$ cat config.mk
export PLATFORM = sky130hd
export DESIGN_NAME = json_string_unescape_decoder_top
export DESIGN_NICKNAME = d
export VERILOG_FILES = /design/src/rtl/jsud_pkg.sv /design/src/rtl/json_string_unescape_decoder_top.sv
export SDC_FILE = /design/constraint.sdc
export NUM_CORES = 1
export LEC_CHECK = 0
export BUFFER_PORTS_ARGS = -buffer_cell sky130_fd_sc_hd__buf_4
export CAP_MARGIN = 20
export CORE_MARGIN = 4
export CORE_UTILIZATION = 50
export CTS_CLUSTER_SIZE = 20
export DETAILED_ROUTE_END_ITERATION = 8
export PLACE_DENSITY_LB_ADDON = 0.12
export SYNTH_ARGS = -nofsm -noshare
export SYNTH_HDL_FRONTEND = slang
export SYNTH_SLANG_ARGS = --single-unit
$ cat constraint.sdc
create_clock -name clk -period 4.96 [get_ports clk]
set_input_delay 0.496 -clock clk [delete_from_list [all_inputs] [get_ports clk]]
set_output_delay 0.496 -clock clk [all_outputs]
set_load 0.02 [all_outputs]
$ cat src/rtl/jsud_pkg.sv
`default_nettype none
// ----------------------------------------------------------------------------
// jsud_pkg
// Types, codes and helper functions for the JSON string unescape decoder.
// ----------------------------------------------------------------------------
package jsud_pkg;

  // result status codes
  localparam logic [2:0] ST_DATA          = 3'd0;
  localparam logic [2:0] ST_CLOSED        = 3'd1;
  localparam logic [2:0] ST_CONTROL       = 3'd2;
  localparam logic [2:0] ST_BAD_ESCAPE    = 3'd3;
  localparam logic [2:0] ST_BAD_HEX       = 3'd4;
  localparam logic [2:0] ST_BAD_SURROGATE = 3'd5;
  localparam logic [2:0] ST_BAD_UTF8      = 3'd6;
  localparam logic [2:0] ST_TRUNCATED     = 3'd7;

  // characters
  localparam logic [7:0] CH_QUOTE  = 8'h22;
  localparam logic [7:0] CH_BSLASH = 8'h5c;
  localparam logic [7:0] CH_SLASH  = 8'h2f;
  localparam logic [7:0] CH_B      = 8'h62;
  localparam logic [7:0] CH_F      = 8'h66;
  localparam logic [7:0] CH_N      = 8'h6e;
  localparam logic [7:0] CH_R      = 8'h72;
  localparam logic [7:0] CH_T      = 8'h74;
  localparam logic [7:0] CH_U      = 8'h75;
  localparam logic [7:0] CH_SPACE  = 8'h20;

  // code point limits
  localparam logic [20:0] CP_HI_SURR   = 21'h00d800;
  localparam logic [20:0] CP_LO_SURR   = 21'h00dc00;
  localparam logic [20:0] CP_SURR_END  = 21'h00dfff;
  localparam logic [20:0] CP_TWO_BYTE  = 21'h000080;
  localparam logic [20:0] CP_THREE_MIN = 21'h000800;
  localparam logic [20:0] CP_SUPP_BASE = 21'h010000;
  localparam logic [20:0] CP_MAX       = 21'h10ffff;

  localparam int unsigned MAX_RESULTS = 4;

  typedef enum logic [7:0] {
    M_NORMAL      = 8'b0000_0001,
    M_ESC         = 8'b0000_0010,
    M_HEX_FIRST   = 8'b0000_0100,
    M_WANT_BSLASH = 8'b0000_1000,
    M_WANT_U      = 8'b0001_0000,
    M_HEX_LOW     = 8'b0010_0000,
    M_UTF8        = 8'b0100_0000,
    M_CLOSED      = 8'b1000_0000
  } mode_t;

  typedef struct packed {
    logic [7:0] in_byte;
    logic       start_req;
    logic       end_of_input;
  } in_item_t;

  typedef struct packed {
    logic [7:0] out_byte;
    logic       has_byte;
    logic [2:0] status;
    logic       last;
  } out_item_t;

  typedef struct packed {
    logic [2:0]      cnt;
    logic [3:0][7:0] bytes;
  } utf8_enc_t;

  // hex digit value, bit 4 set when not a hex digit
  function automatic logic [4:0] hex_value(input logic [7:0] b);
    logic [4:0] v;
    v = 5'h10;
    if (b >= 8'h30 && b <= 8'h39) begin
      v = {1'b0, b[3:0]};
    end else if ((b >= 8'h61 && b <= 8'h66) || (b >= 8'h41 && b <= 8'h46)) begin
      v = {1'b0, b[3:0] + 4'd9};
    end
    return v;
  endfunction

  function automatic utf8_enc_t utf8_encode(input logic [20:0] cp);
    utf8_enc_t e;
    e = '0;
    if (cp < CP_TWO_BYTE) begin
      e.cnt      = 3'd1;
      e.bytes[0] = cp[7:0];
    end else if (cp < CP_THREE_MIN) begin
      e.cnt      = 3'd2;
      e.bytes[0] = {3'b110, cp[10:6]};
      e.bytes[1] = {2'b10, cp[5:0]};
    end else if (cp < CP_SUPP_BASE) begin
      e.cnt      = 3'd3;
      e.bytes[0] = {4'b1110, cp[15:12]};
      e.bytes[1] = {2'b10, cp[11:6]};
      e.bytes[2] = {2'b10, cp[5:0]};
    end else begin
      e.cnt      = 3'd4;
      e.bytes[0] = {5'b11110, cp[20:18]};
      e.bytes[1] = {2'b10, cp[17:12]};
      e.bytes[2] = {2'b10, cp[11:6]};
      e.bytes[3] = {2'b10, cp[5:0]};
    end
    return e;
  endfunction

endpackage
`default_nettype wire

$ cat src/rtl/json_string_unescape_decoder_top.sv
`default_nettype none
// ----------------------------------------------------------------------------
// json_string_unescape_decoder_top
// Decodes a JSON string body byte by byte into checked UTF-8 output bytes.
// ----------------------------------------------------------------------------
// One source byte enters per item on the byte channel; decoded bytes and status
// codes leave one per item on the res channel. An item is held in an input
// register, decoded combinationally into a four-entry result buffer, and the
// buffer drains one result per cycle while res_ready is high, so plain text
// streams at one byte per clock under the same condition. A byte that completes
// a multi-byte character or escape yields up to four results; the next byte is
// not decoded until the buffer has drained to its last result, so the byte
// channel stalls once the input register is full. The first result reaches the
// output through the input register and then the result buffer. The input
// register takes one more byte while a result is stalled at the output.
module json_string_unescape_decoder_top (
  input  wire                      clk,
  input  wire                      rst,
  input  wire                      byte_valid,
  output logic                     byte_ready,
  input  wire jsud_pkg::in_item_t  byte_item,
  output logic                     res_valid,
  input  wire                      res_ready,
  output jsud_pkg::out_item_t      res_item
);

  // input register
  jsud_pkg::in_item_t in_q;
  logic               in_q_valid;

  // decoder state
  jsud_pkg::mode_t mode, mode_next;
  logic [20:0]     acc, acc_next;
  logic [9:0]      hs, hs_next;
  logic [1:0]      rem, rem_next;
  logic [2:0]      seq_len, seq_len_next;
  logic            err, err_next;

  // result buffer, head at entry 0
  jsud_pkg::out_item_t res_buf [jsud_pkg::MAX_RESULTS];
  jsud_pkg::out_item_t res_new [jsud_pkg::MAX_RESULTS];
  logic [2:0]          res_cnt;
  logic [2:0]          n_res;

  logic pop, process;

  assign res_valid = (res_cnt != 3'd0);
  assign res_item  = res_buf[0];
  assign pop       = res_valid && res_ready;
  assign process   = in_q_valid && ((res_cnt == 3'd0) || (res_cnt == 3'd1 && pop));
  assign byte_ready = !in_q_valid || process;

  // decode
  always_comb begin
    jsud_pkg::mode_t    m;
    logic               e;
    logic [7:0]         b;
    logic [4:0]         d;
    logic [15:0]        acc16;
    logic [20:0]        acc21;
    logic [20:0]        cp;
    logic               do_emit;
    logic               do_fail;
    logic               do_close;
    logic [2:0]         fstat;
    jsud_pkg::utf8_enc_t enc;

    b        = in_q.in_byte;
    m        = in_q.start_req ? jsud_pkg::M_NORMAL : mode;
    e        = in_q.start_req ? 1'b0 : err;
    mode_next    = m;
    err_next     = e;
    acc_next     = in_q.start_req ? 21'd0 : acc;
    hs_next      = in_q.start_req ? 10'd0 : hs;
    rem_next     = in_q.start_req ? 2'd0 : rem;
    seq_len_next = in_q.start_req ? 3'd0 : seq_len;
    d        = jsud_pkg::hex_value(b);
    acc16    = {acc_next[11:0], d[3:0]};
    acc21    = {acc_next[14:0], b[5:0]};
    cp       = '0;
    do_emit  = 1'b0;
    do_fail  = 1'b0;
    do_close = 1'b0;
    fstat    = jsud_pkg::ST_DATA;
    n_res    = 3'd0;

    if (!(e || m == jsud_pkg::M_CLOSED)) begin
      if (in_q.end_of_input) begin
        do_fail = 1'b1;
        fstat   = jsud_pkg::ST_TRUNCATED;
      end else begin
        case (m)
          jsud_pkg::M_NORMAL: begin
            if (b == jsud_pkg::CH_QUOTE) begin
              do_close = 1'b1;
            end else if (b == jsud_pkg::CH_BSLASH) begin
              mode_next = jsud_pkg::M_ESC;
            end else if (b < jsud_pkg::CH_SPACE) begin
              do_fail = 1'b1;
              fstat   = jsud_pkg::ST_CONTROL;
            end else if (b < 8'h80) begin
              do_emit = 1'b1;
              cp      = {13'd0, b};
            end else if (b >= 8'hc2 && b <= 8'hdf) begin
              acc_next     = {16'd0, b[4:0]};
              seq_len_next = 3'd2;
              rem_next     = 2'd1;
              mode_next    = jsud_pkg::M_UTF8;
            end else if (b >= 8'he0 && b <= 8'hef) begin
              acc_next     = {17'd0, b[3:0]};
              seq_len_next = 3'd3;
              rem_next     = 2'd2;
              mode_next    = jsud_pkg::M_UTF8;
            end else if (b >= 8'hf0 && b <= 8'hf4) begin
              acc_next     = {18'd0, b[2:0]};
              seq_len_next = 3'd4;
              rem_next     = 2'd3;
              mode_next    = jsud_pkg::M_UTF8;
            end else begin
              do_fail = 1'b1;
              fstat   = jsud_pkg::ST_BAD_UTF8;
            end
          end
          jsud_pkg::M_ESC: begin
            if (b == jsud_pkg::CH_QUOTE || b == jsud_pkg::CH_BSLASH ||
                b == jsud_pkg::CH_SLASH) begin
              do_emit = 1'b1;
              cp      = {13'd0, b};
            end else if (b == jsud_pkg::CH_B) begin
              do_emit = 1'b1;
              cp      = 21'h08;
            end else if (b == jsud_pkg::CH_F) begin
              do_emit = 1'b1;
              cp      = 21'h0c;
            end else if (b == jsud_pkg::CH_N) begin
              do_emit = 1'b1;
              cp      = 21'h0a;
            end else if (b == jsud_pkg::CH_R) begin
              do_emit = 1'b1;
              cp      = 21'h0d;
            end else if (b == jsud_pkg::CH_T) begin
              do_emit = 1'b1;
              cp      = 21'h09;
            end else if (b == jsud_pkg::CH_U) begin
              acc_next  = '0;
              rem_next  = 2'd3;
              mode_next = jsud_pkg::M_HEX_FIRST;
            end else begin
              do_fail = 1'b1;
              fstat   = jsud_pkg::ST_BAD_ESCAPE;
            end
          end
          jsud_pkg::M_HEX_FIRST, jsud_pkg::M_HEX_LOW: begin
            if (d[4]) begin
              do_fail = 1'b1;
              fstat   = jsud_pkg::ST_BAD_HEX;
            end else begin
              acc_next = {5'd0, acc16};
              if (rem_next != 2'd0) begin
                rem_next = rem_next - 2'd1;
              end else if (m == jsud_pkg::M_HEX_FIRST) begin
                if ({5'd0, acc16} >= jsud_pkg::CP_HI_SURR &&
                    {5'd0, acc16} < jsud_pkg::CP_LO_SURR) begin
                  hs_next   = acc16[9:0];
                  mode_next = jsud_pkg::M_WANT_BSLASH;
                end else if ({5'd0, acc16} >= jsud_pkg::CP_LO_SURR &&
                             {5'd0, acc16} <= jsud_pkg::CP_SURR_END) begin
                  do_fail = 1'b1;
                  fstat   = jsud_pkg::ST_BAD_SURROGATE;
                end else begin
                  do_emit = 1'b1;
                  cp      = {5'd0, acc16};
                end
              end else begin
                if ({5'd0, acc16} < jsud_pkg::CP_LO_SURR ||
                    {5'd0, acc16} > jsud_pkg::CP_SURR_END) begin
                  do_fail = 1'b1;
                  fstat   = jsud_pkg::ST_BAD_SURROGATE;
                end else begin
                  do_emit = 1'b1;
                  cp      = jsud_pkg::CP_SUPP_BASE + {1'b0, hs_next, acc16[9:0]};
                end
              end
            end
          end
          jsud_pkg::M_WANT_BSLASH: begin
            if (b != jsud_pkg::CH_BSLASH) begin
              do_fail = 1'b1;
              fstat   = jsud_pkg::ST_BAD_SURROGATE;
            end else begin
              mode_next = jsud_pkg::M_WANT_U;
            end
          end
          jsud_pkg::M_WANT_U: begin
            if (b != jsud_pkg::CH_U) begin
              do_fail = 1'b1;
              fstat   = jsud_pkg::ST_BAD_SURROGATE;
            end else begin
              acc_next  = '0;
              rem_next  = 2'd3;
              mode_next = jsud_pkg::M_HEX_LOW;
            end
          end
          jsud_pkg::M_UTF8: begin
            if (b[7:6] != 2'b10) begin
              do_fail = 1'b1;
              fstat   = jsud_pkg::ST_BAD_UTF8;
            end else begin
              acc_next = acc21;
              if (rem_next > 2'd1) begin
                rem_next = rem_next - 2'd1;
              end else begin
                rem_next = 2'd0;
                // overlong, surrogate and out-of-range checks
                if ((seq_len_next == 3'd3 && acc21 < jsud_pkg::CP_THREE_MIN) ||
                    (seq_len_next == 3'd4 && acc21 < jsud_pkg::CP_SUPP_BASE) ||
                    (acc21 >= jsud_pkg::CP_HI_SURR && acc21 <= jsud_pkg::CP_SURR_END) ||
                    acc21 > jsud_pkg::CP_MAX) begin
                  do_fail = 1'b1;
                  fstat   = jsud_pkg::ST_BAD_UTF8;
                end else begin
                  do_emit = 1'b1;
                  cp      = acc21;
                end
              end
            end
          end
          default: begin
            mode_next = jsud_pkg::M_NORMAL;
          end
        endcase
      end
    end

    enc = jsud_pkg::utf8_encode(cp);
    for (int i = 0; i < jsud_pkg::MAX_RESULTS; i++) begin
      res_new[i] = '0;
    end

    if (do_fail) begin
      err_next   = 1'b1;
      mode_next  = jsud_pkg::M_NORMAL;
      n_res      = 3'd1;
      res_new[0] = '{out_byte: 8'd0, has_byte: 1'b0, status: fstat, last: 1'b1};
    end else if (do_close) begin
      mode_next  = jsud_pkg::M_CLOSED;
      n_res      = 3'd1;
      res_new[0] = '{out_byte: 8'd0, has_byte: 1'b0, status: jsud_pkg::ST_CLOSED,
                     last: 1'b1};
    end else if (do_emit) begin
      mode_next = jsud_pkg::M_NORMAL;
      n_res     = enc.cnt;
      for (int i = 0; i < jsud_pkg::MAX_RESULTS; i++) begin
        if (3'(i) < enc.cnt) begin
          res_new[i] = '{out_byte: enc.bytes[i], has_byte: 1'b1,
                         status: jsud_pkg::ST_DATA, last: (3'(i) == enc.cnt - 3'd1)};
        end
      end
    end
  end

  // input register
  always_ff @(posedge clk) begin
    if (rst) begin
      in_q_valid <= 1'b0;
    end else if (byte_valid && byte_ready) begin
      in_q_valid <= 1'b1;
    end else if (process) begin
      in_q_valid <= 1'b0;
    end
    if (byte_valid && byte_ready) begin
      in_q <= byte_item;
    end
  end

  // decoder state
  always_ff @(posedge clk) begin
    if (rst) begin
      mode    <= jsud_pkg::M_NORMAL;
      err     <= 1'b0;
      acc     <= '0;
      hs      <= '0;
      rem     <= '0;
      seq_len <= '0;
    end else if (process) begin
      mode    <= mode_next;
      err     <= err_next;
      acc     <= acc_next;
      hs      <= hs_next;
      rem     <= rem_next;
      seq_len <= seq_len_next;
    end
  end

  // result buffer
  always_ff @(posedge clk) begin
    if (rst) begin
      res_cnt <= 3'd0;
    end else if (process) begin
      res_cnt <= n_res;
    end else if (pop) begin
      res_cnt <= res_cnt - 3'd1;
    end
    if (process) begin
      for (int i = 0; i < jsud_pkg::MAX_RESULTS; i++) begin
        res_buf[i] <= res_new[i];
      end
    end else if (pop) begin
      for (int i = 0; i < jsud_pkg::MAX_RESULTS - 1; i++) begin
        res_buf[i] <= res_buf[i + 1];
      end
      res_buf[jsud_pkg::MAX_RESULTS - 1] <= '0;
    end
  end

`ifndef ASSERT_OFF
  a_buf_bound: assert property (@(posedge clk) disable iff (rst)
    res_cnt <= 3'(jsud_pkg::MAX_RESULTS))
    else $error("result buffer count out of range");

  a_last_at_tail: assert property (@(posedge clk) disable iff (rst)
    res_valid && res_item.last |-> res_cnt == 3'd1)
    else $error("last result is not at the buffer tail");

  a_status_single: assert property (@(posedge clk) disable iff (rst)
    res_valid && !res_item.has_byte |-> res_item.last && res_item.out_byte == 8'd0)
    else $error("status result not alone");

  a_data_status: assert property (@(posedge clk) disable iff (rst)
    res_valid && res_item.has_byte |-> res_item.status == jsud_pkg::ST_DATA)
    else $error("data result with nonzero status");

  a_held_item: assert property (@(posedge clk) disable iff (rst)
    in_q_valid && !process |=> in_q_valid && $stable(in_q))
    else $error("held item lost before decode");
`endif

endmodule
`default_nettype wire
==> key figures, run 1 <==
Status
  – Status: complete, no violations

Timing
  – Setup tns final: 0 ns
  – Min cycle time layout: 4.05 ns
  – Max Slew Vio Count: 0
  – F_max: 0.247 GHz
  – Final Cycle Share: 81.7%
  – Slew headroom: 32.1%
  – Final setup fails: 0
  – Final Hold Vio Count: 0
  – RSZ-0062 raised after global routing: no
  – Clk_skew: 0.00966 ns
  – Tightest Pin Transition: slightly above 1 ns

Floorplan
  – Die area: approximately 15,000 sq um
  – Ports: 29
  – Die Wd: 122 um
  – FP Rows: 41
  – Die Height: between 100 and 150 um
  – Starting Density: 51.5%
  – Core Area: between 10,000 and 15,000 sq um

Synth
  – Multiplexer share of the synthesized area: less than 1%
  – Yosys top cell by area: edfxtp_1
  – Largest family of logic cells by synthesized area: compound AO/OA/AOI/OAI gates
  – Synth Area in Compound Gates: 28.7%
  – Post-synth ARST share: 0%
  – Synth Warn #: 0
  – Synth Instances: between 800 and 900
  – Synth top area share: 22.9%
  – Yosys cell types: 88
  – Number of synthesized register bits: 93
  – Top FF cell, synth: edfxtp_1
  – XOR/XNOR Fraction of Synth Area: 0.936%
  – Adder and majority cell fraction of the synthesized area: 1.53%
  – Syn_area_per_cell: about 8.1 sq um
  – Post-Syn Nets: 832
  – Synth top area cells: edfxtp_1 23%, dfxtp_1 13%, nor2_1 6.1%
  – Sequential area share after synthesis: 36.1%
  – Post-synthesis simple-gate area fraction: 27.3%
  – Synthesized area: 6550 sq um
  – EDFF count, synth: 50

Routing
  – DRT Pass-1 Iters: 6
  – DRC: 0
  – Antenna-violating nets left: 0
  – Avg WL per Cell: 23.1 um
  – Iter 0 DRT Violations: 1,045
  – Detailed Route WL: roughly 23,000 um
  – Vias per cell: around 6.9
  – Vias: 6,791

Cells and area
  – Final net count: ~840
  – Ratio of cells with drive above 1 in the final layout: between 10 and 15%
  – Util after Layout: 56.4%
  – Ant diodes: 0
  – Non-filler instance count after layout: 991
  – Area growth syn-to-layout: 9.55%

Worst hold path
  – Min-delay worst type: in2reg
  – WHS Endpoint: in_q[3]
  – HP Start: byte_item[3]
  – WHS Path Cells: 1

GRT
  – Grt ovf: 0
  – GR Util All Layers: 31.3%
  – Largest net degree at the start of global routing: 44
  – Antenna violations before repair: 0
  – First-pass GRT wire length: around 36,000 um
  – Vias in the first global route: 6,167

Setup path
  – FF-to-FF End: mode[1]
  – R2r setup slk: around 0.91 ns
  – Endpoint class of the critical path: flop
  – Worst EP arrival: between 4 and 5 ns
  – Reg2reg path depth: 11
  – WP data required: about 5.3 ns
  – Critical path peak fanout: 9
  – Crit path from: in_q[2]
  – WS Path Type: reg2reg
  – CP Launch Type: flop
  – Reg2reg start: in_q[2]

Clocking
  – Max Root-Sink Buffers: 2
  – Htree depth: 3
  – Number of hold buffers added after cts: 0
  – Skew-Pair Late Insertion Delay: 0.36 ns
  – Post-CTS Setup Inserts: 0
  – CTS tree: done
  – Root Buffer: clkbuf_16
  – PostCTS Resize Cnt: 0
  – Clock slew at reported path FFs: 0.07 ns
  – Num Clock Sinks: 93
  – Total CTS buffers: 9

Power
  – Leak: 2.43 nW
  – IR drop worst, VDD: around 150 uV
  – PwrDens: 329 nW/um^2

Job
  – Max-Cap Viols: 0

Placed design
  – DPL Wire Length: 16,900 um
  – Placer Congestion: 0.992
  – Placed cell count: approximately 1,000
  – Port buffer count: 28
==> routing by layer <==
layer	part of all wire, %	vias up	GRT usage [%]
li1	-	3075	-
met1	43	3205	45.1
met2	44	446	47.1
met3	9.7	65	4.38
met4	3.6	0	12.8
met5	0	-	0
==> stage by stage <==
stage | cell area (sq um) | power, W | setup WS (ns) | hold WS, ns
2_1_floorplan | 6550 | 0.00145 | 1.23 | 0.458
3_3_place_gp | 6870 | 0.00165 | 1.09 | 0.486
3_5_place_dp | 6870 | 0.00166 | 1.07 | 0.496
4_1_cts | 7170 | 0.00235 | 1.03 | 0.307
5_1_grt | 7180 | 0.00246 | 0.664 | 0.311
6_report | 7180 | 0.00236 | 0.906 | 0.311
==> synthesized netlist by cell type, types with 4 or more instances <==
master and n:
a21oi_1 64, o2111ai_1 5, a32oi_1 7, o32ai_1 5, nand3_1 13, a31oi_1 17, nand2_1 96, or2_2 4
nor4_1 13, or4_1 4, a22o_1 6, xnor2_1 4, o221ai_1 5, nor2b_1 17, o21a_1 4, nand2b_1 8
o22ai_1 14, inv_1 22, clkbuf_1 37, and3_1 9, nor2_1 106, ha_1 8, a22oi_1 29, a41oi_1 4
dfxtp_1 43, a211oi_1 9, and2_1 13, nor3_1 20, a21o_1 7, and4_1 4, or3_1 4, o21ai_1 11
nand4_1 11, edfxtp_1 50, o21ai_0 39, buf_2 9
==> critical path: stages, from the launching register on <==
cell and delay [ns]:
edfxtp_1 0.56, inv_1 0.27, ha_1 0.25, or3b_1 0.39
a2111oi_2 0.57, nor3_1 0.21, and2_1 0.31, a211oi_2 0.30
a31oi_2 0.23, nor2_4 0.25, nor4b_4 0.42, a32o_1 0.24
==> layout make-up <==
cell class	count	area, sq um
multi-input combinational	642	3870
sequential	93	2360
tap	172	215
inverter	22	82.6
fill	1276	5540
clock buffer	9	225
timing repair buffer	46	345
clock inverter	7	72.6
==> report_power, final <==
part | internal (W) | switching (W)
sequential | 0.000971 | 0.0000677
clock | 0.000357 | 0.000347
combinational | 0.000197 | 0.000420
==> logic make-up (layout without fill, tap and decap cells) <==
logic type	Yosys count	after routing
simple gates	351	351
flops	93	93
compound gates	272	272
mux	4	4
xor+xnor	7	7
fa+ha+maj	8	8
buf+inv	75	84
==> placed cells by master, fill, tap and decap left out, types with 17 or more instances in the layout <==
cell / synthesis / routed
nor3_1: 20 / 20
a31oi_1: 17 / 17
nor2b_1: 17 / 17
o21ai_0: 39 / 39
a21oi_1: 64 / 64
buf_4: 2 / 45
dfxtp_1: 43 / 43
a22oi_1: 29 / 29
nand2_1: 96 / 96
inv_1: 22 / 22
edfxtp_1: 50 / 50
nor2_1: 106 / 106
==> sequential cells by signal (all words and copies together), names as in the netlist <==
| name | flops |
|---|---|
| hs | 10 |
| rem | 2 |
| acc | 15 |
| mode | 8 |
| in_q_valid | 1 |
| seq_len | 3 |
| res_buf | 40 |
| err | 1 |
| res_cnt | 3 |
| in_q | 10 |
==> worst max-delay path by stage <==
| stage | to | cells after the start |
|---|---|---|
| after floorplan | res_buf[1][10] | 16 |
| after global placement | res_buf[0][7] | 10 |
| after detailed placement | res_buf[0][7] | 10 |
| after CTS | res_buf[0][7] | 10 |
| after global routing | res_buf[0][7] | 10 |
| final | mode[1] | 11 |
Power figures use the tool's default switching activity.
==> inputs of run 2 (changes only) <==
ABC_AREA = 1   (was not set)
clock period = 4.2 ns   (was 4.96 ns; I/O delays follow)
==> run 2 against run 1 <==
Compared with the run above:
- first-iteration DRC count rose by 22%
- clock skew down 0.0033 ns
- final cell count increased by 34%
- sequential share of layout area shrank 3.7 points
- clock power up 26%
- synthesized cell count grew 38%
- critical path type unchanged
- largest power group is now combinational cells
==> key figures, run 2 <==
Status
  – Status: complete, no violations

Timing
  – F_max: 0.248 GHz (+0.44%)
  – Slew headroom: 24.4% (-7.8 points)
  – Final setup fails: 0 (unchanged)
  – Clk_skew: 0.00639 ns (-0.00326 ns)
  – Tightest Pin Transition: 1.12 ns (+0.113 ns)
  – Final Cycle Share: 96.1% (+14 points)
  – Max Slew Vio Count: 0 (unchanged)
  – Setup tns final: 0 ns (unchanged)
  – Min cycle time layout: 4.04 ns (-0.0176 ns)
  – RSZ-0062 raised after global routing: no
  – Final Hold Vio Count: 0 (unchanged)

Power
  – Leak: 3.48 nW (+43%)
  – IR drop worst, VDD: 243 uV (+64%)
  – PwrDens: 465 nW/um^2 (+42%)

Clocking
  – Clock slew at reported path FFs: 0.07 ns (about the same)
  – Num Clock Sinks: 93 (unchanged)
  – Htree depth: 3 (unchanged)
  – Skew-Pair Late Insertion Delay: 0.35 ns (about the same)
  – Total CTS buffers: 9 (unchanged)
  – Root Buffer: clkbuf_16
  – CTS tree: done
  – Post-CTS Setup Inserts: 0 (unchanged)
  – Max Root-Sink Buffers: 2 (unchanged)

Routing
  – Vias: 8,191 (+21%)
  – Vias per cell: 6.16 (-10%)
  – Antenna-violating nets left: 0 (unchanged)
  – DRC: 0 (unchanged)
  – DRT Pass-1 Iters: 7 (+1)
  – Avg WL per Cell: 20.0 um (-14%)
  – Detailed Route WL: 26,500 um (+16%)
  – Iter 0 DRT Violations: 1,270 (+22%)

GRT
  – GR Util All Layers: 31.8% (+0.52 points)
  – Antenna violations before repair: 0 (unchanged)
  – First-pass GRT wire length: 41,000 um (+14%)
  – Vias in the first global route: 7,520 (+22%)
  – Grt ovf: 0 (unchanged)
  – Largest net degree at the start of global routing: 44 (unchanged)

Cells and area
  – Area growth syn-to-layout: 11.1%
  – Most frequent cells in the layout: 278 x nand2_1, 137 x inv_1, 111 x nor2_1
  – Ant diodes: 0 (unchanged)
  – Largest Register: res_buf
  – Largest register FFs: 40 (unchanged)
  – Top flop regs: res_buf: 40 flops, acc: 15 flops
  – Ratio of cells with drive above 1 in the final layout: 11.2% (-0.37 points)
  – Non-filler instance count after layout: 1,329 (+34%)
  – Most common cell after layout, fill and taps aside: nand2_1
  – Final net count: 1,166 (+39%)

Floorplan
  – Core Area: 14,000 sq um (+10%)
  – FP Rows: 43 (+4.9%)
  – Die Wd: 129 um (+5.0%)
  – Starting Density: 51.8% (+0.33 points)
  – Ports: 29 (unchanged)
  – Die area: 16,600 sq um (+10%)
  – Die Height: 129 um (+5.0%)

Setup path
  – Critical path peak fanout: 21 (+12)
  – FF-to-FF End: res_buf[3][7]
  – Worst EP arrival: 4.23 ns (-0.12 ns)
  – Reg2reg path depth: 14 (+3)
  – Endpoint class of the critical path: flop
  – WS Path Type: reg2reg
  – Reg2reg start: in_q[1]
  – CP Launch Type: flop
  – R2r setup slk: 0.16 ns (-0.74 ns)
  – WP data required: 4.39 ns (-0.87 ns)

Placed design
  – Port buffer count: 28 (unchanged)
  – Placed cell count: 1,313 (+35%)
  – DPL Wire Length: 20,000 um (+18%)
  – Placer Congestion: 1.06 (+6.9%)

Worst hold path
  – HP Start: byte_item[6]
  – WHS Path Cells: 1 (unchanged)
  – Min-delay worst type: in2reg
  – WHS Endpoint: in_q[6]

Synth
  – Top FF cell, synth: edfxtp_1
  – Synth top area share: 20.6% (-2.3 points)
  – Synthesized area: 7280 sq um (+11%)
  – Synth Warn #: 0 (unchanged)
  – Syn_area_per_cell: 6.51 sq um (-20%)
  – Commonest cells post-synth: 278 x nand2_1, 137 x inv_1, 114 x nor2_1
  – Most common cell in the synthesized netlist: nand2_1
  – Synth Instances: 1,118 (+38%)
  – Post-Syn Nets: 1,140 (+37%)
  – EDFF count, synth: 50 (unchanged)
  – Sequential area share after synthesis: 32.5% (-3.6 points)
  – Post-synth ARST share: 0% (unchanged)
  – Yosys cell types: 56 (-36%)
  – Yosys top cell by area: edfxtp_1
  – Number of synthesized register bits: 93 (unchanged)
  – Synth top area cells: edfxtp_1 21%, nand2_1 14%, dfxtp_1 12%

Job
  – Max-Cap Viols: 0 (unchanged)
-- run 2: cell types whose count changed in the layout (fill, tap and decap cells not counted), moves of 18 or more --
| cell | previous run | this run |
|---|---|---|
| a22oi_1 | 29 | 11 |
| inv_1 | 22 | 137 |
| nand2_1 | 96 | 278 |
| nand3_1 | 13 | 76 |
| nand4_1 | 11 | 30 |
| nor3_1 | 20 | 38 |
| o21ai_0 | 39 | 76 |
-- run 2: cell type report --
cell class / count / area (sq um)
clock buffer: 9 / 225
inverter: 156 / 586
sequential: 93 / 2360
multi-input combinational: 825 / 4160
clock inverter: 7 / 92.6
fill: 1381 / 5950
tap: 180 / 225
timing repair buffer: 59 / 443
-- run 2: critical path, cell delays in order (launching register included) --
cell and delay (ns):
edfxtp_1 0.44, buf_4 0.26, nor2_2 0.35, nand3_1 0.23, nor2_2 0.28, inv_2 0.16
nor2_2 0.28, nand2_1 0.17, o32ai_1 0.50, nand2_1 0.25, nand2_2 0.33, inv_2 0.18
nor2_1 0.18, inv_2 0.09, nor3_1 0.15
-- run 2: how the worst max path moves through the flow --
stage | from | endpoint | slack [ns] | cells past startpoint
floorplan | res_cnt[0] | res_cnt[2] | 0.82 | 6
global placement | in_q[1] | res_buf[3][10] | 0.13 | 14
detailed placement | in_q[1] | res_buf[3][10] | 0.25 | 14
CTS | in_q[1] | res_buf[3][10] | 0.22 | 14
global route | in_q[1] | res_buf[3][7] | 0.06 | 14
finish | in_q[1] | res_buf[3][7] | 0.16 | 14
-- run 2: cell families after synthesis --
| family | synth area share [%] |
|---|---|
| AOI/OAI and AO/OA | 20.1 |
| xor gates and xnor gates | 0.361 |
| adders and majority gates | 1.38 |
| buffers and inverters | 10.7 |
| DFF | 32.5 |
| and+or+nand+nor | 35.0 |
-- run 2: stage by stage --
step | power, W | instance area [sq um] | worst slack [ns] | util (%) | hold slack [ns]
after floorplan | 0.00233 | 7280 | 0.822 | - | 0.433
after global placement | 0.00285 | 7770 | 0.127 | 55.3 | 0.448
after detailed placement | 0.00285 | 7770 | 0.247 | 55.3 | 0.449
after CTS | 0.00373 | 8090 | 0.223 | 57.6 | 0.234
after global routing | 0.00394 | 8090 | 0.0577 | 57.6 | 0.234
final | 0.00376 | 8090 | 0.164 | 57.6 | 0.238
-- run 2: metal layers --
metal	vias to the layer above	GRT usage (%)	share of wire, %
met5	-	0	0
li1	3847	-	-
met3	89	7.76	11
met1	3747	43.5	41
met2	508	48.4	43
met4	0	12.5	3.7
-- run 2: what timing repair did --
item                                    4_1_cts  5_1_grt
endpoints found under the setup margin        0       17
hold buffers                                  0        0
resized for setup                             0        1
-- run 2: power by group --
| part | switching (W) | internal (W) | total, W |
|---|---|---|---|
| registers | 0.000111 | 0.00131 | 0.00142 |
| clock network | 0.000411 | 0.000478 | 0.000889 |
| logic | 0.00105 | 0.000403 | 0.00146 |
| total | 0.00157 | 0.00219 | 0.00376 |
